<file path="config.mk">
export PLATFORM = sky130hd
export DESIGN_NAME = rcac_dist
export DESIGN_NICKNAME = d
export VERILOG_FILES = /design/src/design/rcac_pkg.sv /design/src/design/rcac_dist.sv
export SDC_FILE = /design/constraint.sdc
export NUM_CORES = 1
export LEC_CHECK = 0
export ABC_AREA = 1
export BUFFER_PORTS_ARGS = -buffer_cell sky130_fd_sc_hd__buf_2
export CAP_MARGIN = 5
export CORE_ASPECT_RATIO = 0.75
export CORE_MARGIN = 2
export CORE_UTILIZATION = 60
export DETAILED_ROUTE_END_ITERATION = 8
export HOLD_SLACK_MARGIN = 0.02
export PLACE_DENSITY = 0.88
export SLEW_MARGIN = 20
export SYNTH_ARGS = -nofsm -noshare
export SYNTH_HDL_FRONTEND = slang
export SYNTH_SLANG_ARGS = --single-unit
export TNS_END_PERCENT = 5
</file>
<file path="constraint.sdc">
create_clock -name clk_i -period 7 [get_ports clk_i]
set_input_delay 0.7 -clock clk_i [delete_from_list [all_inputs] [get_ports clk_i]]
set_output_delay 0.7 -clock clk_i [all_outputs]
set_load 0.02 [all_outputs]
</file>
<file path="src/design/rcac_pkg.sv">
`timescale 1ns / 1ps
// rcac_pkg: shared types, constants and helpers for the rounded corner
// coverage pipeline. No dependencies.

package rcac_pkg;

  localparam int RAD_W      = 10;
  localparam int SEC_W      = 3;
  localparam int ALPHA_W    = 8;
  localparam int SQ_W       = 2 * RAD_W;
  localparam int DEN_W      = RAD_W + 1;
  localparam int PROD_W     = DEN_W + ALPHA_W;
  localparam int CFG_IDX_W  = 2;
  localparam int CFG_DATA_W = RAD_W;
  localparam int DIV_BITS   = 2;
  localparam int DIV_STAGES = ALPHA_W / DIV_BITS;

  localparam logic [ALPHA_W-1:0] ALPHA_OPAQUE = 8'hFF;
  localparam logic [ALPHA_W-1:0] ALPHA_CLEAR  = 8'h00;

  localparam logic [CFG_IDX_W-1:0] CFG_SHAPE_MODE    = 2'd0;
  localparam logic [CFG_IDX_W-1:0] CFG_CORNER_RADIUS = 2'd1;
  localparam logic [CFG_IDX_W-1:0] CFG_BORDER_THICK  = 2'd2;

  localparam logic [SEC_W-1:0] SEC_TL = 3'd0;
  localparam logic [SEC_W-1:0] SEC_TR = 3'd1;
  localparam logic [SEC_W-1:0] SEC_BL = 3'd2;
  localparam logic [SEC_W-1:0] SEC_BR = 3'd3;

  localparam logic [RAD_W-1:0] RADIUS_RST = 10'd8;
  localparam logic [RAD_W-1:0] THICK_RST  = 10'd1;

  typedef enum logic [1:0] {
    MODE_SQUARE = 2'd0,
    MODE_ROUND  = 2'd1,
    MODE_BORDER = 2'd2,
    MODE_UNUSED = 2'd3
  } mode_e;

  // raw register view, used at the head of the pipe
  typedef struct packed {
    mode_e             mode;
    logic [RAD_W-1:0]  radius;
  } cfg_t;

  // squared edge thresholds and ramp widths, used further down the pipe
  typedef struct packed {
    logic [SQ_W-1:0]   o_in;
    logic [SQ_W-1:0]   o_out;
    logic [SQ_W-1:0]   i_in;
    logic [SQ_W-1:0]   i_out;
    logic [DEN_W-1:0]  den_o;
    logic [DEN_W-1:0]  den_i;
  } geom_t;

  // fixed result that skips the ramp
  typedef struct packed {
    logic               byp;
    logic [ALPHA_W-1:0] alpha;
  } tag_t;

  function automatic int mag_width(int cb);
    return ((cb > RAD_W) ? cb : RAD_W) + 1;
  endfunction

  // (x-1)^2 with x = 0 giving 1
  function automatic logic [SQ_W-1:0] sq_less_one(logic [RAD_W-1:0] x);
    logic [RAD_W-1:0] xm;
    xm = x - RAD_W'(1);
    if (x == '0) begin
      return SQ_W'(1);
    end
    return xm * xm;
  endfunction

endpackage

</file>
<file path="src/design/rcac_dist.sv">
`timescale 1ns / 1ps
// rcac_dist: three pipeline stages for the squared distance to the corner center
// (offset magnitudes, squares, sum). Depends on rcac_pkg.

module rcac_dist
  import rcac_pkg::*;
#(
  parameter int COORD_BITS = 10
) (
  input  logic                              clk_i,
  input  logic                              rst_ni,
  input  logic                              in_valid_i,
  output logic                              in_ready_o,
  input  logic [COORD_BITS-1:0]             pos_x_i,
  input  logic [COORD_BITS-1:0]             pos_y_i,
  input  logic [SEC_W-1:0]                  section_i,
  input  cfg_t                              cfg_i,
  output logic                              out_valid_o,
  input  logic                              out_ready_i,
  output logic [2*mag_width(COORD_BITS):0]  dist_o,
  output mode_e                             mode_o,
  output tag_t                              tag_o
);

  localparam int MagW = mag_width(COORD_BITS);
  localparam int SW   = MagW + 1;
  localparam int DW   = 2 * MagW + 1;

  logic            use_fx, use_fy, sec_known;
  logic signed [SW-1:0] f_s, px_s, py_s, cx_s, cy_s, dx_s, dy_s;
  logic [MagW-1:0] mag_x, mag_y;
  tag_t            tag_a;

  logic            a_vld_q, b_vld_q, c_vld_q;
  logic            a_rdy, b_rdy, c_rdy;
  logic [MagW-1:0] a_magx_q, a_magy_q;
  mode_e           a_mode_q, b_mode_q, c_mode_q;
  tag_t            a_tag_q, b_tag_q, c_tag_q;
  logic [2*MagW-1:0] b_sqx_q, b_sqy_q;
  logic [DW-1:0]   c_dist_q;

  always_comb begin
    use_fx    = (section_i == SEC_TL) || (section_i == SEC_BL);
    use_fy    = (section_i == SEC_TL) || (section_i == SEC_TR);
    sec_known = section_i inside {SEC_TL, SEC_TR, SEC_BL, SEC_BR};
    // center coordinate r-1, which is -1 for a zero radius
    f_s  = $signed(SW'(cfg_i.radius)) - $signed(SW'(1));
    px_s = $signed(SW'(pos_x_i));
    py_s = $signed(SW'(pos_y_i));
    cx_s = use_fx ? f_s : '0;
    cy_s = use_fy ? f_s : '0;
    dx_s = px_s - cx_s;
    dy_s = py_s - cy_s;
    mag_x = dx_s[SW-1] ? MagW'(-dx_s) : MagW'(dx_s);
    mag_y = dy_s[SW-1] ? MagW'(-dy_s) : MagW'(dy_s);

    case (cfg_i.mode)
      MODE_SQUARE: begin
        tag_a.byp   = 1'b1;
        tag_a.alpha = ALPHA_OPAQUE;
      end
      MODE_ROUND, MODE_BORDER: begin
        tag_a.byp   = !sec_known;
        tag_a.alpha = ALPHA_CLEAR;
      end
      default: begin
        tag_a.byp   = 1'b1;
        tag_a.alpha = ALPHA_CLEAR;
      end
    endcase
  end

  assign c_rdy      = !c_vld_q || out_ready_i;
  assign b_rdy      = !b_vld_q || c_rdy;
  assign a_rdy      = !a_vld_q || b_rdy;
  assign in_ready_o = a_rdy;

  always_ff @(posedge clk_i or negedge rst_ni) begin
    if (!rst_ni) begin
      a_vld_q <= 1'b0;
      b_vld_q <= 1'b0;
      c_vld_q <= 1'b0;
    end else begin
      if (a_rdy) a_vld_q <= in_valid_i;
      if (b_rdy) b_vld_q <= a_vld_q;
      if (c_rdy) c_vld_q <= b_vld_q;
    end
  end

  always_ff @(posedge clk_i) begin
    if (a_rdy && in_valid_i) begin
      a_magx_q <= mag_x;
      a_magy_q <= mag_y;
      a_mode_q <= cfg_i.mode;
      a_tag_q  <= tag_a;
    end
    if (b_rdy && a_vld_q) begin
      b_sqx_q  <= a_magx_q * a_magx_q;
      b_sqy_q  <= a_magy_q * a_magy_q;
      b_mode_q <= a_mode_q;
      b_tag_q  <= a_tag_q;
    end
    if (c_rdy && b_vld_q) begin
      c_dist_q <= DW'(b_sqx_q) + DW'(b_sqy_q);
      c_mode_q <= b_mode_q;
      c_tag_q  <= b_tag_q;
    end
  end

  assign out_valid_o = c_vld_q;
  assign dist_o      = c_dist_q;
  assign mode_o      = c_mode_q;
  assign tag_o       = c_tag_q;

endmodule

</file>
==> results of run 1 <==
## placed cells by master, fill, tap and decap left out, drive strengths merged
| cell | n |
|---|---|
| a31oi | 4 |
| clkinvlp | 1 |
| ha | 148 |
| nor3 | 10 |
| a21oi | 77 |
| nand3 | 52 |
| clkbuf | 9 |
| dfrtp | 3 |
| clkinv | 5 |
| buf | 74 |
| a211o | 1 |
| nand2 | 330 |
| xnor2 | 29 |
| inv | 332 |
| o21a | 2 |
| o21bai | 7 |
| xor2 | 63 |
| a21o | 7 |
| mux2i | 1 |
| nand4 | 13 |
| o31ai | 2 |
| fa | 129 |
| nand3b | 6 |
| nor4 | 4 |
| o21ai | 38 |
| and2 | 1 |
| or2 | 1 |
| nor2 | 82 |
| a211oi | 2 |
| edfxtp | 99 |
| o211ai | 3 |
| a221oi | 1 |
## critical path: cells and delay by family (launching register included)
kind / cells / cell delay (ps)
flip-flops: 1 / 680
adder cells (fa/ha/maj): 6 / 3030
XOR/XNOR: 1 / 140
AND/OR/NAND/NOR: 3 / 310
AO/OA/AOI/OAI: 4 / 730
buffers and inverters: 3 / 170
## per-layer routing
metal | part of all wire | up-vias | track usage | wire (um)
li1 | - | 4736 | - | -
met4 | 0.019 | 0 | 0.0618 | 483
met5 | 0 | - | 0 | 0
met1 | 0.46 | 4578 | 0.343 | 11900
met2 | 0.46 | 331 | 0.419 | 11900
met3 | 0.063 | 43 | 0.0412 | 1630
## sequential cells by signal (all words and copies together) (netlist names), 11 cells and up
register	flops
b_sqy_q	21
b_sqx_q	21
a_magx_q	11
a_magy_q	11
dist_o	23
## worst paths after layout
check	endpoint	slack, ps	cells past startpoint
max	b_sqy_q[19]	1720	17
min	a_vld_q	120	1
max reg2reg	b_sqy_q[19]	1720	17
min reg2reg	b_tag_q[8]	420	0
max in group asynchronous	out_valid_o	6770	1
min in group clk_i	b_tag_q[8]	420	0
## cell usage after synthesis (3+ instances only)
cell      instances
o211ai_1          3
fa_1            129
a31oi_1           4
buf_4             7
a21o_1            7
ha_1            148
inv_1           325
nand2_2           8
o21bai_1          7
xnor2_1          28
nand4_1          13
a21oi_1          72
inv_2             5
nand3b_1          6
nand2_1         322
xor2_1           63
dfrtp_1           3
edfxtp_1         99
o21ai_1           9
nand3_1          49
nor2_1           77
nor4_1            4
a21oi_2           5
nor3_1           10
nor2_2            4
o21ai_0          27
clkbuf_1         25
## final cells by class
cell class,count,share of cell area
Clock buffer,9,0.0167
Clock inverter,7,0.00492
Inverter,331,0.0922
Multi-Input combinational cell,1013,0.606
Sequential cell,102,0.226
Tap cell,282,0.0262
Timing Repair Buffer,74,0.0275
## through the flow
step,worst slack [ps],cell area (um2),utilization
after floorplan,2050,12600,-
after global placement,1980,13200,0.645
after detailed placement,1810,13200,0.645
after CTS,1800,13500,0.659
after global routing,1530,13500,0.659
final,1720,13500,0.659
## cell families after synthesis
family	count (synthesis)	synth area share
muxes	1	0.000794
adders and majority gates	277	0.352
and+or+nand+nor	499	0.165
xor gates and xnor gates	92	0.0645
DFF	102	0.242
AOI/OAI and AO/OA	144	0.0648
buffers and inverters	364	0.111
==> results.ini, run 1 <==
[critical_path]
crit_chain=nand2_1 > fa_1 > inv_1 > fa_1 > fa_1 > fa_1 > inv_1 > fa_1 > inv_1 > ha_1 > a21oi_1 > o21ai_0 > a21oi_1 > o21ai_1 > nand3_1 > nand2_1 > xor2_1
critPathSlowestCell=edfxtp_1
crit_path_end_kind=register
crit_path_frequent_cell=fa_1
critical_path_arrival_ps=5390
startpoint=a_magy_q[8]
path_max_fanout=14
cp-start-kind=register
critPathKind=register to register
reg2reg_from=a_magy_q[8]
required_ps=7100
max_stage_delay_ps=680

[timing]
skew_ps=8.54
slew_headroom=0.329
worst_slew_pin_slew_ps=1000
setup_tns_ps=0
whs_ps=122
period_share=0.754
hold_viol=0
maxSlewViolCount=0
max_freq_mhz=189
min_period_ps=5280
setup_violations=0
rsz0062_at_grt=false

[synth]
synth_cell_types=42
synth_nets=1795
synth_area_leaders=edfxtp_1 24%, fa_1 20%, ha_1 15%
syn_area_mm2=0.0126
synth_cells=1479
synth_edf_count=99
synth_area_leader_cell=edfxtp_1
synth-seq-cells=102
synthArstFlopShare=0.0294
yosys_most_used_dff=edfxtp_1
ys_seq_area_frac=0.242
avgSynthCellArea_um2=8.52
yosysTopAreaCellShare=0.236
synth_warnings=0

[clock_network]
htree_levels=3
clk_pin_slew_ps=70
cts_tree=built
numCtsBuffers=9
post_cts.repair.setup_buffers=0
ctsHoldBuffers=0
ctsResizeCount=0
clkSinkCount=102
clk_latency_ps=360
cts_root_buffer=clkbuf_16
clk_path_buf_depth=2

[route]
drt_iter0_drc=921
viasPerCell=5.33
vias=9688
finalWirelength_mm=26.0
wl_per_cell_um=14.3
drc=0
dr.pass1.iters=6
ant_nets=0

[cells_and_area]
multiInputGateArea_mm2=0.00817
area_growth_pct=6.89
instances_no_fill=1818
diodes=0
fill_cells=1591
drive_gt1_frac=0.0794
nNetsFinal=1847
seq_area_mm2=0.00305

[worst_hold_path]
hold_path.class=input port to asynchronous set/reset pin

[place]
dp_cells=1802
hpwlAfterDp_mm=22.2
gp_congestion=0.940
port_buffers=74

[floorplanning]
die_x_um=171
die_area_mm2=0.0222
core_area_mm2=0.0204
start_util=0.617
rows=45
die_h_um=130
io_pins=75

[grt]
grt_pass1_wl_mm=43.8
antenna_found_initial=0
track_usage=0.250
grt_max_degree=47
grt_overflow=0
grt_pass1_vias=9555

[flow_run]
drv_cap=0

[run_status]
outcome=finished, final reports clean

Power of run 1 is not shown: default switching activity piles up to over one toggle a cycle in this logic, so the estimate is an artifact.
==> inputs of run 2 (changes only) <==
Clock period 7 ns to 5.46 ns, I/O delays scaled along.
==> run 2 against run 1 <==
Against the previous run:
- cell area rose by 0.59%
- critical path depth rose by 2
- die area did not move
- maximum frequency rose by 0.99%
- highest routed layer unchanged
==> results.ini, run 2 (synthesis gave the netlist of run 1 again) <==
[critical_path]
crit_path_end_kind=register
path_max_fanout=12  ; -2
reg2reg_from=a_magy_q[6]
cp-start-kind=register
ff2ff_setup_slack_ps=230  ; -1490 ps
crit_chain=nand2_1 > fa_1 > inv_1 > fa_1 > inv_1 > fa_1 > inv_1 > fa_1 > inv_1 > fa_1 > inv_1 > ha_1 > a21oi_1 > o21ai_0 > a21oi_1 > o21ai_1 > nand2_1 > nand3_1 > xor2_1
required_ps=5580  ; -1520 ps
critical_path_arrival_ps=5340  ; -50 ps
critPathSlowestCell=edfxtp_1
reg2reg_to=b_sqy_q[20]
critPathKind=register to register
reg2reg_depth=19  ; +2
max_stage_delay_ps=620  ; -60 ps

[route]
dr.pass1.iters=8  ; +2
viasPerCell=5.33  ; about the same
ant_nets=0  ; unchanged
drt_iter0_drc=773  ; -16%
wl_per_cell_um=14.7  ; +2.7%
finalWirelength_mm=26.8  ; +3.1%
vias=9731  ; +0.44%
drc=0  ; unchanged

[floorplanning]
start_util=0.617  ; unchanged
die_area_mm2=0.0222  ; unchanged
rows=45  ; unchanged
core_area_mm2=0.0204  ; unchanged
io_pins=75  ; unchanged
die_h_um=130  ; unchanged
die_x_um=171  ; unchanged

[cells_and_area]
fin_area_mm2=0.0136  ; +0.59%
nNetsFinal=1854  ; +0.38%
diodes=0  ; unchanged
fill_cells=1607  ; +1.0%
drive_gt1_frac=0.0830  ; +0.00353
post-route-util=0.663  ; +0.00392
multiInputGateArea_mm2=0.00817  ; unchanged
area_growth_pct=7.52
seq_area_mm2=0.00305  ; unchanged
final_cell_mix=324 x inv_1, 322 x nand2_1, 148 x ha_1, 129 x fa_1, 99 x edfxtp_1
layout_commonest_cell=inv_1
largest_reg_flops=23  ; unchanged

[worst_hold_path]
worstHoldPathCells=1
whs_endpoint=a_mode_q[0]
hold_start=cfg_i[10]
hold_path.class=input port to register

[place]
hpwlAfterDp_mm=22.2  ; +0.32%
port_buffers=74  ; unchanged
post_dp_cell_area_mm2=0.0132  ; +0.23%
gp_congestion=0.956  ; +1.6%

[clock_network]
clk_pin_slew_ps=80  ; about the same
clk_path_buf_depth=2  ; unchanged
clkSinkCount=102  ; unchanged
cts_tree=built
clk_latency_ps=370  ; about the same
cts_root_buffer=clkbuf_16
ctsResizeCount=0  ; unchanged
htree_levels=3  ; unchanged
numCtsBuffers=9  ; unchanged

[grt]
grt_overflow=0  ; unchanged
track_usage=0.259  ; +0.00933
grt_pass1_wl_mm=45.4  ; +3.6%
grt_max_degree=47  ; unchanged
grt_pass1_vias=9857  ; +3.2%
antenna_found_initial=0  ; unchanged

[timing]
worst_slew_pin_slew_ps=1060  ; +59.1 ps
hold_viol=0  ; unchanged
skew_ps=9.99  ; +1.45 ps
min_period_ps=5230  ; -51.6 ps
max_freq_mhz=191  ; +0.99%
maxSlewViolCount=0  ; unchanged
setup_violations=0  ; unchanged
setup_tns_ps=0  ; unchanged
period_share=0.958  ; +0.203
rsz0062_at_grt=false
whs_ps=409  ; +287 ps
slew_headroom=0.290  ; -0.0387

[flow_run]
drv_cap=0  ; unchanged

[run_status]
outcome=finished, final reports clean

[run 2: changes by cell type in the layout (fill, tap and decap cells not counted)]
cell,previous run,this run
buf_4,0,6
bufinv_16,0,1
clkinv_2,1,0
clkinv_4,2,1
dlygate4sd3_1,0,1
inv_6,1,2
[run 2: how the worst max path moves through the flow]
stage | from | endpoint | depth (start not counted)
2_1_floorplan | a_magy_q[2] | b_sqy_q[19] | 18
3_3_place_gp | a_magy_q[10] | b_sqy_q[19] | 17
3_5_place_dp | a_magy_q[7] | b_sqy_q[20] | 19
4_1_cts | a_magy_q[7] | b_sqy_q[20] | 19
5_1_grt | a_magy_q[6] | b_sqy_q[20] | 19
6_report | a_magy_q[6] | b_sqy_q[20] | 19
[run 2: area by class of cell]
| cell class | instances | share of cell area |
|---|---|---|
| clock buffer | 9 | 0.0166 |
| clock inverter | 7 | 0.00674 |
| inverter | 331 | 0.0917 |
| multi-input combinational | 1013 | 0.603 |
| sequential | 102 | 0.225 |
| tap | 282 | 0.0260 |
| timing repair buffer | 81 | 0.0314 |
[run 2: timing repair]
action	in CTS	in global routing
setup endpoints to repair	0	1
hold buffers	1	0
hold endpoints to repair	3	0
buffers inserted	0	2
[run 2: layer usage]
metal | GRT usage | up-vias | share of wire
li1 | - | 4739 | -
met3 | 0.0644 | 49 | 0.077
met5 | 0 | - | 0
met1 | 0.337 | 4584 | 0.44
met4 | 0.0733 | 0 | 0.022
met2 | 0.435 | 359 | 0.46
[run 2: critical path: cells and delay by family, from the launching register on]
kind	cells	cell delay (ps)
fa+ha+maj	6	2940
compound gates	4	630
flops	1	620
simple gates	3	340
buf+inv	5	290
xor+xnor	1	150
[run 2: metrics by stage]
step / std cells / setup slack (ps)
final: 1825 / 231
after global routing: 1825 / 13.0
after CTS: 1823 / 299
after detailed placement: 1806 / 353
after global placement: 1806 / 498
after floorplan: 1479 / 510
Power of run 2 is left out for the same reason.
